## src/rtl/apbu_pkg.sv

```systemverilog
// Package for the ARGB pixel blend unit: blend mode codes and channel constants.
// No dependencies; used by apbu_chan and argb_pixel_blend_unit.
`timescale 1ns / 1ps
`default_nettype none
package apbu_pkg;

  localparam int CHAN_W   = 8;
  localparam int NUM_CHAN = 4;
  localparam int PIX_W    = CHAN_W * NUM_CHAN;
  localparam int PROD_W   = 2 * CHAN_W;
  localparam int ALPHA_CH = NUM_CHAN - 1;

  localparam logic [CHAN_W:0]   ALPHA_ONE = 9'd256;
  localparam logic [CHAN_W-1:0] CHAN_MAX  = 8'hff;

  typedef enum logic [2:0] {
    MODE_NORMAL      = 3'd0,
    MODE_OVER        = 3'd1,
    MODE_MULTIPLY    = 3'd2,
    MODE_ADDITIVE    = 3'd3,
    MODE_SUBTRACTIVE = 3'd4,
    MODE_SCREEN      = 3'd5,
    MODE_LIGHTEN     = 3'd6,
    MODE_DARKEN      = 3'd7
  } blend_mode_t;

  localparam blend_mode_t MODE_RESET = MODE_NORMAL;

endpackage
`default_nettype wire

```

## src/rtl/apbu_chan.sv

```systemverilog
// One 8-bit channel of the blend datapath: multiply stage, then mode select stage.
// Depends on apbu_pkg.
`timescale 1ns / 1ps
`default_nettype none
module apbu_chan (
  input  wire logic                       clk,
  input  wire logic                       en_mul,
  input  wire logic                       en_sel,
  input  wire logic                       is_alpha,
  input  wire apbu_pkg::blend_mode_t      mode,
  input  wire logic [apbu_pkg::CHAN_W-1:0] s,
  input  wire logic [apbu_pkg::CHAN_W-1:0] d,
  input  wire logic [apbu_pkg::CHAN_W-1:0] sa,
  output logic      [apbu_pkg::CHAN_W-1:0] c
);

  localparam int W  = apbu_pkg::CHAN_W;
  localparam int PW = apbu_pkg::PROD_W;

  logic [W:0]      inv;
  logic [W-1:0]    mul_sel;
  logic [PW:0]     prod_d;
  logic [PW-1:0]   p1_nxt;
  logic [PW-1:0]   p2_nxt;

  logic [PW-1:0]          p1_r;
  logic [PW-1:0]          p2_r;
  logic [W-1:0]           s_r;
  logic [W-1:0]           d_r;
  apbu_pkg::blend_mode_t  mode_r;
  logic                   alpha_r;

  logic [PW-1:0]   sum_n;
  logic [W-1:0]    hi1;
  logic [W-1:0]    hi2;
  logic [W:0]      add9;
  logic [W:0]      scr9;
  logic [W-1:0]    c_nxt;
  logic [W-1:0]    c_r;

  always_comb begin
    inv     = apbu_pkg::ALPHA_ONE - {1'b0, sa};
    mul_sel = (mode == apbu_pkg::MODE_NORMAL && !is_alpha) ? sa : d;
    p1_nxt  = PW'({{W{1'b0}}, s} * {{W{1'b0}}, mul_sel});
    prod_d  = {{(W+1){1'b0}}, d} * {{W{1'b0}}, inv};
    p2_nxt  = prod_d[PW-1:0];
  end

  always_ff @(posedge clk) begin
    if (en_mul) begin
      p1_r    <= p1_nxt;
      p2_r    <= p2_nxt;
      s_r     <= s;
      d_r     <= d;
      mode_r  <= mode;
      alpha_r <= is_alpha;
    end
  end

  always_comb begin
    sum_n = p1_r + p2_r;
    hi1   = p1_r[PW-1:W];
    hi2   = p2_r[PW-1:W];
    add9  = {1'b0, s_r} + {1'b0, d_r};
    scr9  = add9 - {1'b0, hi1};
    unique case (mode_r)
      apbu_pkg::MODE_NORMAL:      c_nxt = alpha_r ? W'(s_r + hi2) : sum_n[PW-1:W];
      apbu_pkg::MODE_OVER:        c_nxt = W'(s_r + hi2);
      apbu_pkg::MODE_MULTIPLY:    c_nxt = hi1;
      apbu_pkg::MODE_ADDITIVE:    c_nxt = add9[W] ? apbu_pkg::CHAN_MAX : add9[W-1:0];
      apbu_pkg::MODE_SUBTRACTIVE: c_nxt = (d_r > s_r) ? W'(d_r - s_r) : '0;
      apbu_pkg::MODE_SCREEN:      c_nxt = scr9[W] ? apbu_pkg::CHAN_MAX : scr9[W-1:0];
      apbu_pkg::MODE_LIGHTEN:     c_nxt = (s_r > d_r) ? s_r : d_r;
      apbu_pkg::MODE_DARKEN:      c_nxt = (s_r < d_r) ? s_r : d_r;
      default:                    c_nxt = '0;
    endcase
  end

  always_ff @(posedge clk) begin
    if (en_sel) begin
      c_r <= c_nxt;
    end
  end

  assign c = c_r;

endmodule
`default_nettype wire

```

## src/rtl/argb_pixel_blend_unit.sv

```systemverilog
// Top level of the ARGB8888 pixel blend unit: input stage, four channel lanes, mode register.
// Depends on apbu_pkg and apbu_chan.
`timescale 1ns / 1ps
`default_nettype none
// The unit takes one source/destination pixel pair per clock and returns one blended
// pixel per item through an input register, a multiply stage
// (source times alpha or destination, destination times inverse alpha, per channel) and
// a mode select stage that drives the output register. busy stays low, so start may be
// held high every cycle; out_valid marks each result for one cycle and it must be taken
// then, since the receiver cannot stall. The blend mode is sampled with each item on
// acceptance; write cfg_blend_mode only while no item is in flight.
module argb_pixel_blend_unit (
  input  wire logic                         clk,
  input  wire logic                         rst_n,
  input  wire logic                         start,
  output logic                              busy,
  input  wire logic [apbu_pkg::PIX_W-1:0]   in_src_pixel,
  input  wire logic [apbu_pkg::PIX_W-1:0]   in_dst_pixel,
  output logic                              out_valid,
  output logic      [apbu_pkg::PIX_W-1:0]   out_pixel,
  input  wire logic                         cfg_valid,
  output logic                              cfg_ready,
  input  wire logic [2:0]                   cfg_blend_mode
);

  localparam int W = apbu_pkg::CHAN_W;

  apbu_pkg::blend_mode_t        blend_mode_r;
  logic                         in_acc;

  logic [apbu_pkg::PIX_W-1:0]   src_r;
  logic [apbu_pkg::PIX_W-1:0]   dst_r;
  apbu_pkg::blend_mode_t        item_mode_r;
  logic                         v0_r;
  logic                         v1_r;
  logic                         out_valid_r;

  assign busy      = 1'b0;
  assign cfg_ready = 1'b1;
  assign in_acc    = start && !busy;

  always_ff @(posedge clk) begin
    if (!rst_n) begin
      blend_mode_r <= apbu_pkg::MODE_RESET;
    end else if (cfg_valid && cfg_ready) begin
      blend_mode_r <= apbu_pkg::blend_mode_t'(cfg_blend_mode);
    end
  end

  always_ff @(posedge clk) begin
    if (!rst_n) begin
      v0_r        <= 1'b0;
      v1_r        <= 1'b0;
      out_valid_r <= 1'b0;
    end else begin
      v0_r        <= in_acc;
      v1_r        <= v0_r;
      out_valid_r <= v1_r;
    end
  end

  always_ff @(posedge clk) begin
    if (in_acc) begin
      src_r       <= in_src_pixel;
      dst_r       <= in_dst_pixel;
      item_mode_r <= blend_mode_r;
    end
  end

  for (genvar i = 0; i < apbu_pkg::NUM_CHAN; i++) begin : g_chan
    apbu_chan u_chan (
      .clk      (clk),
      .en_mul   (v0_r),
      .en_sel   (v1_r),
      .is_alpha (i == apbu_pkg::ALPHA_CH),
      .mode     (item_mode_r),
      .s        (src_r[i*W +: W]),
      .d        (dst_r[i*W +: W]),
      .sa       (src_r[apbu_pkg::ALPHA_CH*W +: W]),
      .c        (out_pixel[i*W +: W])
    );
  end

  assign out_valid = out_valid_r;

`ifndef SYNTHESIS
  a_latency: assert property (@(posedge clk) disable iff (!rst_n)
    in_acc |-> ##3 out_valid)
    else $error("accepted item did not come out three cycles later");

  a_no_spurious: assert property (@(posedge clk) disable iff (!rst_n)
    out_valid |-> $past(in_acc, 3))
    else $error("result strobe without a matching accepted item");

  a_stage_chain: assert property (@(posedge clk) disable iff (!rst_n)
    v1_r |=> out_valid)
    else $error("item dropped between select stage and output");

  a_reset_clear: assert property (@(posedge clk) disable iff (!rst_n)
    $rose(rst_n) |-> !out_valid && !v1_r && !v0_r)
    else $error("pipeline valid bits not cleared by reset");
`endif

endmodule
`default_nettype wire

```

## config.mk

```make
export PLATFORM = sky130hd
export DESIGN_NAME = argb_pixel_blend_unit
export DESIGN_NICKNAME = d
export VERILOG_FILES = /design/src/rtl/apbu_pkg.sv /design/src/rtl/apbu_chan.sv /design/src/rtl/argb_pixel_blend_unit.sv
export SDC_FILE = /design/constraint.sdc
export NUM_CORES = 2
export LEC_CHECK = 0
export BUFFER_PORTS_ARGS = -buffer_cell sky130_fd_sc_hd__buf_2
export CAP_MARGIN = 20
export CORE_UTILIZATION = 31
export DETAILED_ROUTE_END_ITERATION = 10
export PLACE_DENSITY = 0.48
export REMOVE_ABC_BUFFERS = 1
export SLEW_MARGIN = 10
export SYNTH_ARGS = -nofsm -noshare
export SYNTH_HDL_FRONTEND = slang
export SYNTH_SLANG_ARGS = --single-unit
```

## constraint.sdc

```tcl
create_clock -name clk -period 5.78 [get_ports clk]
set_clock_uncertainty 0.2 [all_clocks]
set_input_delay 0.578 -clock clk [delete_from_list [all_inputs] [get_ports clk]]
set_output_delay 0.578 -clock clk [all_outputs]
set_load 0.05 [all_outputs]
```

* Word level (Yosys, flattened, before mapping)
Index checks and enable logic that the tools add are counted.
** Storage, ports and cells
- Register bits :: 300
- Bits in latches :: 0
- RAM bits :: 0
- Memory bits (read-only) :: 0
- Input port bits :: 71
- Logic and storage cells :: 105
- Memories kept :: 0
** Operators by class
- Add/sub/neg operators :: 20
- Multiply operators :: 8
- Div/mod/pow operators :: 0
- Magnitude comparators :: 12
- Equality and inequality tests :: 7
- Shifts and indexed selects :: 0
- Multiplexer cells :: 27
- Bitwise gates (word level) :: 0
- Reductions and logical operators :: 3
** Operators with widths (number)
- case mux 8 bit (8 select lines) :: 3
- 2-to-1 mux 8 bit :: 23
- > comparator 8 bit :: 8
- multiplier 8 x 8 -> 16 bit :: 4
- multiplier 8 x 9 -> 16 bit :: 4
- case mux 8 bit (7 select lines) :: 1
- adder 16 bit :: 3
- adder 8 x 8 -> 9 bit :: 4
- subtractor 9 x 8 -> 9 bit :: 4
- adder 8 bit :: 4
- < comparator 8 bit :: 4
- subtractor 8 bit :: 4
- == test 3 bit (second input constant) :: 4
- subtractor 9 x 8 -> 9 bit (first input constant) :: 1
- == test 3 x 2 -> 1 bit (second input constant) :: 2
- logical NOT 3 bit :: 2
- == test 3 x 1 -> 1 bit (second input constant) :: 1
- OR reduction 2 bit :: 1

* Depth between registers and ports, before layout
- Depth after elaboration :: 4
- Depth in mapped cells :: 22

* By module
From an unflattened synthesis, not the netlist that was laid out.
** Second synthesis, totals
- Cell total of the unflattened synthesis :: 3925
- Area, all modules :: 38117.8 um^2
** By module, submodules not included
- apbu_chan (g_chan[2].u_chan) :: times used 1, cells each 986, area each 9083.7 um^2
- apbu_chan (g_chan[3].u_chan) :: times used 1, cells each 973, area each 9016.1 um^2
- apbu_chan (g_chan[0].u_chan) :: times used 1, cells each 938, area each 8914.8 um^2
- apbu_chan (g_chan[1].u_chan) :: times used 1, cells each 942, area each 8881.0 um^2
- argb_pixel_blend_unit :: times used 1, cells each 86, area each 2222.1 um^2

* Worst setup path after synthesis
OpenSTA, ideal clock, no wires.
- Path type :: register to register
- From :: register src_r[25] (netlist name)
- To :: register g_chan[3].u_chan.p2_r[15], data pin
- Arrival time :: 5344 ps
- Setup slack :: -23 ps
- Cell stages (with the launch flop) :: 22
- Path buffers :: 3
- Cell sequence :: edfxtp_1 > clkbuf_1 > inv_1 > ha_1 > nand2_1 > or3_1 > nor3_1 > clkbuf_1 > clkbuf_1 > and2_1 > fa_1 > fa_1 > fa_1 > inv_1 > fa_1 > inv_1 > ha_1 > and3_1 > a211o_1 > a31o_2 > a21oi_1 > xnor2_1
** On the way
- Word-level cells in the longest chain between the ends :: 2
** Ends and longest elaborated chain
- from (decl) :: line argb_pixel_blend_unit.sv:31 : logic [apbu_pkg::PIX_W-1:0] src_r;
- from (signal assigned) :: line argb_pixel_blend_unit.sv:64 : src_r <= in_src_pixel;
- subtractor 9 x 8 -> 9 bit :: line apbu_chan.sv:42 : inv = apbu_pkg::ALPHA_ONE - {1'b0, sa};
- multiplier 8 x 9 -> 16 bit :: line apbu_chan.sv:45 : prod_d = {{(W+1){1'b0}}, d} * {{W{1'b0}}, inv};
- via g_chan[3].u_chan.prod_d[15] :: line apbu_chan.sv:22 : logic [PW:0] prod_d;
- to (signal assigned) :: line apbu_chan.sv:52 : p2_r <= p2_nxt;
- to (decl) :: line apbu_chan.sv:27 : logic [PW-1:0] p2_r;
The timed path passes the listed nets, and every way through them passes these cells.
A chain may end at the register's enable or synchronous reset.

* Worst setup path after layout
- From :: register src_r[24] (netlist name)
- To :: register g_chan[1].u_chan.p2_r[15], data pin
** On the way
- Word-level cells in the longest chain between the ends :: 2
** Ends and longest elaborated chain (line)
- subtractor 9 x 8 -> 9 bit :: apbu_chan.sv:42
- multiplier 8 x 9 -> 16 bit :: apbu_chan.sv:45
- via g_chan[1].u_chan.prod_d[15] :: apbu_chan.sv:22
- to (signal assigned) :: apbu_chan.sv:52
- to (decl) :: apbu_chan.sv:27
The timed path passes the listed nets, and every way through them passes these cells.

==> out/results.ini <==
[place]
gp_congestion = 0.884
placedInstanceArea_um2 = 37400
port_buffers = 103
place_inst = 5126
detailed_place_hpwl_um = 79100

[drt]
sum_of_routed_wire_length_over_all_layers_um = 102000
detail_route.wl_per_cell_um = 19.3
drt_pre_antenna_iters = 6
ant_nets = 0
post-route-drc-count = 0
num_vias = 25511
viasPerCell = 4.84
initialDrtViolationCount = 1494

[cts]
clk_pin_slew_worst_paths_ns = 0.06
clk_latency_ns = 0.61
clock-root-buffer = clkbuf_16
cts_buffers = 42
cts.path.max_buffers = 3
cts.htree.levels = 2
tritoncts = yes
cts.sinks = 284

[hold_path]
min_from = cfg_blend_mode[0]
hold_end = blend_mode_r[0]$_SDFFE_PN0P_
worst_hold_path_type = input pin to register
timing.hold.worst_path_depth = 3

[sta]
worst_tran_pin_value_ns = 1.05
max_slew_margin = 0.295
max_freq_mhz = 179
setup_violations = 0
rsz_0062_raised_after_global_routing = yes
layout_worst_path_cycle_share = 0.968
final_hold_viol_count = 0
drv_slew = 0
finalWorstPathRequiredPeriod_ns = 5.59

[floorplan]
floorplan.die_area_um2 = 112000
starting_utilization_of_the_core_area = 0.314
fp-row-count = 121
dieWidth_um = 335
core-area_um2 = 109000
chipHeight_um = 335
ioPinCount = 106

[grt]
globalRouteMet2Util = 0.295
grt.met3_usage = 0.0276
grt_first_pass_wirelength_um = 156000
number_of_antenna_violations_at_the_first_check_in_global_routing = 4
grt_start_max_net_pins = 166
grt_overflow = 0
grt_usage = 0.183
first_global_vias = 26205
use_met1 = 0.249
grt-busiest-layer = met2

[critical_path]
critical_path.reg2reg.startpoint = src_r[24]$_DFFE_PP_
criticalPathCategory = register to register
critical_path_cell_list = inv_2 > ha_2 > nand2_1 > or3_4 > xor2_4 > buf_6 > and2_1 > fa_1 > inv_1 > fa_1 > fa_1 > fa_1 > inv_1 > ha_1 > a21o_1 > a31o_2 > and4_1 > o31a_1 > xnor2_1
startpoint_type = register
timing.critical_path.slowest_stage_cell = fa_1
critPathRequiredTime_ns = 5.93
path_max_fanout = 5
worst_path_most_repeated_cell = fa_1
worstPathArrival_ns = 5.74
r2r_cells = 19
critical_path.top_delay_family = adder cells
critPathMaxStageDelay_ns = 0.53
setup.reg_to_reg.worst_slack_ns = 0.19
rr_endpoint = g_chan[1].u_chan.p2_r[15]$_DFFE_PP_
timing.critical_path.buf_inv = 4
critical_path.endpoint_type = register

[cells_and_area]
multi_input_comb_area_um2 = 23700
mostFrequentLayoutCells = inv_1, ha_1, fa_1
most_common_cell_after_layout_fill_and_taps_aside = inv_1
layout.cells.non_filler = 5268
post_synthesis_to_final_layout_area_growth_pct = 15.0
final_nets = 4598
final_core_utilization = 0.361
drive_above_1_share = 0.0960
fillCellCount = 11133
diodes = 0
final_design_area_no_fill_um2 = 39600
seqCellArea_um2 = 8470

[logic_synthesis]
synth.cell_area_um2 = 34400
yosysTopAreaCellShare = 0.243
post_synth.cell_area_avg_um2 = 9.75
synth_seq_area_share = 0.246
post_synth_main_area_contributors = edfxtp_1, fa_1, ha_1
post_synthesis_instance_total = 3525
synth_enable_flop_cells = 278
synthArstFlopShare = 0
synthFlopType = edfxtp_1
number_of_synthesized_register_bits = 284
synth_area_leader_cell = edfxtp_1
synth_cell_type_count = 82
synth_warnings = 0

[pwr]
max-vdd-ir-drop_uv = 228
cellPowerDensity_nw_per_um2 = 434
power.total_mw = 17.2
p_leak_nw = 18.0

[outcome]
outcome = completed

[flow_run]
maxCapViolCount = 0

[tightest hold or removal path: stages]
cell and delay (ns):
buf_2 0.07, mux2i_1 0.05, nor2b_1 0.10
[cells in the mapped netlist (all sizes together) (19+ instances only)]
cell type and number:
mux2i 45, clkbuf 82, fa 322, and2 306, buf 21, o21ai 122
nor2 148, o21bai 24, nor3 56, nor2b 142, inv 519, nand2b 31
a21oi 165, o21a 24, nand2 215, nand3 35, xor2 68, o22ai 19
a211oi 21, ha 445, edfxtp 278, a21o 49, xnor2 155, nand4 21
[flip-flops by register name (all words and copies together), names as in the netlist]
name	flops
blend_mode_r	3
dst_r	32
g_chan.u_chan.c	32
g_chan.u_chan.d_r	32
g_chan.u_chan.mode_r	3
g_chan.u_chan.p1_r	56
g_chan.u_chan.p2_r	56
g_chan.u_chan.s_r	32
item_mode_r	3
out_valid	1
src_r	32
v0_r	1
v1_r	1
[worst max path at each step]
stage / start / to / slack [ns] / cells past startpoint
global placement: src_r[25]$_DFFE_PP_ / g_chan[3].u_chan.p2_r[15]$_DFFE_PP_ / 0.05 / 19
detailed placement: src_r[25]$_DFFE_PP_ / g_chan[0].u_chan.p2_r[15]$_DFFE_PP_ / -0.01 / 20
CTS: src_r[24]$_DFFE_PP_ / g_chan[0].u_chan.p2_r[15]$_DFFE_PP_ / 0.03 / 20
floorplan: src_r[24]$_DFFE_PP_ / g_chan[3].u_chan.p2_r[15]$_DFFE_PP_ / -0.68 / 18
global route: item_mode_r[1]$_DFFE_PP_ / g_chan[1].u_chan.p1_r[15]$_DFFE_PP_ / -0.03 / 20
finish: src_r[24]$_DFFE_PP_ / g_chan[1].u_chan.p2_r[15]$_DFFE_PP_ / 0.19 / 19
[report_power, final]
part | switching [mW] | internal (mW) | leakage, nW
clock network | 1.07 | 1.55 | 0.660
logic | 6.08 | 4.91 | 14.7
registers | 0.442 | 3.14 | 2.67
[per-layer routing]
metal,up-vias,share of wire
met5,-,0
li1,12277,-
met4,0,0.029
met1,12493,0.46
met2,599,0.45
met3,142,0.056
[through the flow]
stage	TNS (ns)	hold slack, ns	setup slack [ns]
after floorplan	-6.53	0.208	-0.681
after global placement	0	0.253	0.0542
after detailed placement	-0.0137	0.263	-0.0137
after CTS	0	0.00243	0.0299
after global routing	-0.0561	0.0234	-0.0283
final	0	0.0455	0.185
[cell type report]
cell class                 count  area share
sequential                   284       0.214
tap                         1476      0.0467
clock buffer                  49      0.0289
multi-input combinational   2617       0.599
inverter                     521      0.0494
timing repair buffer         294      0.0561
clock inverter                27     0.00604
[cell families (layout without fill, tap and decap cells)]
family                     Yosys count  in the layout  share of synthesized area
muxes                               54             54                     0.0160
buffers and inverters              624            891                     0.0695
AOI/OAI and AO/OA                  561            561                      0.105
adders and majority gates          767            767                      0.349
xor gates and xnor gates           223            223                     0.0570
other                                2              2                   0.000218
and+or+nand+nor                   1010           1010                      0.156
DFF                                284            284                      0.246
[what timing repair did]
action                                  CTS  global route
endpoints found under the setup margin    1            24
hold endpoints to repair                 62             0
pin swaps                                 0             3
resized for setup                         1            28
setup buffers                             0             3
hold buffers                             62             0
cloned                                    0             1
Note: power is estimated with default switching activity, not from simulation.
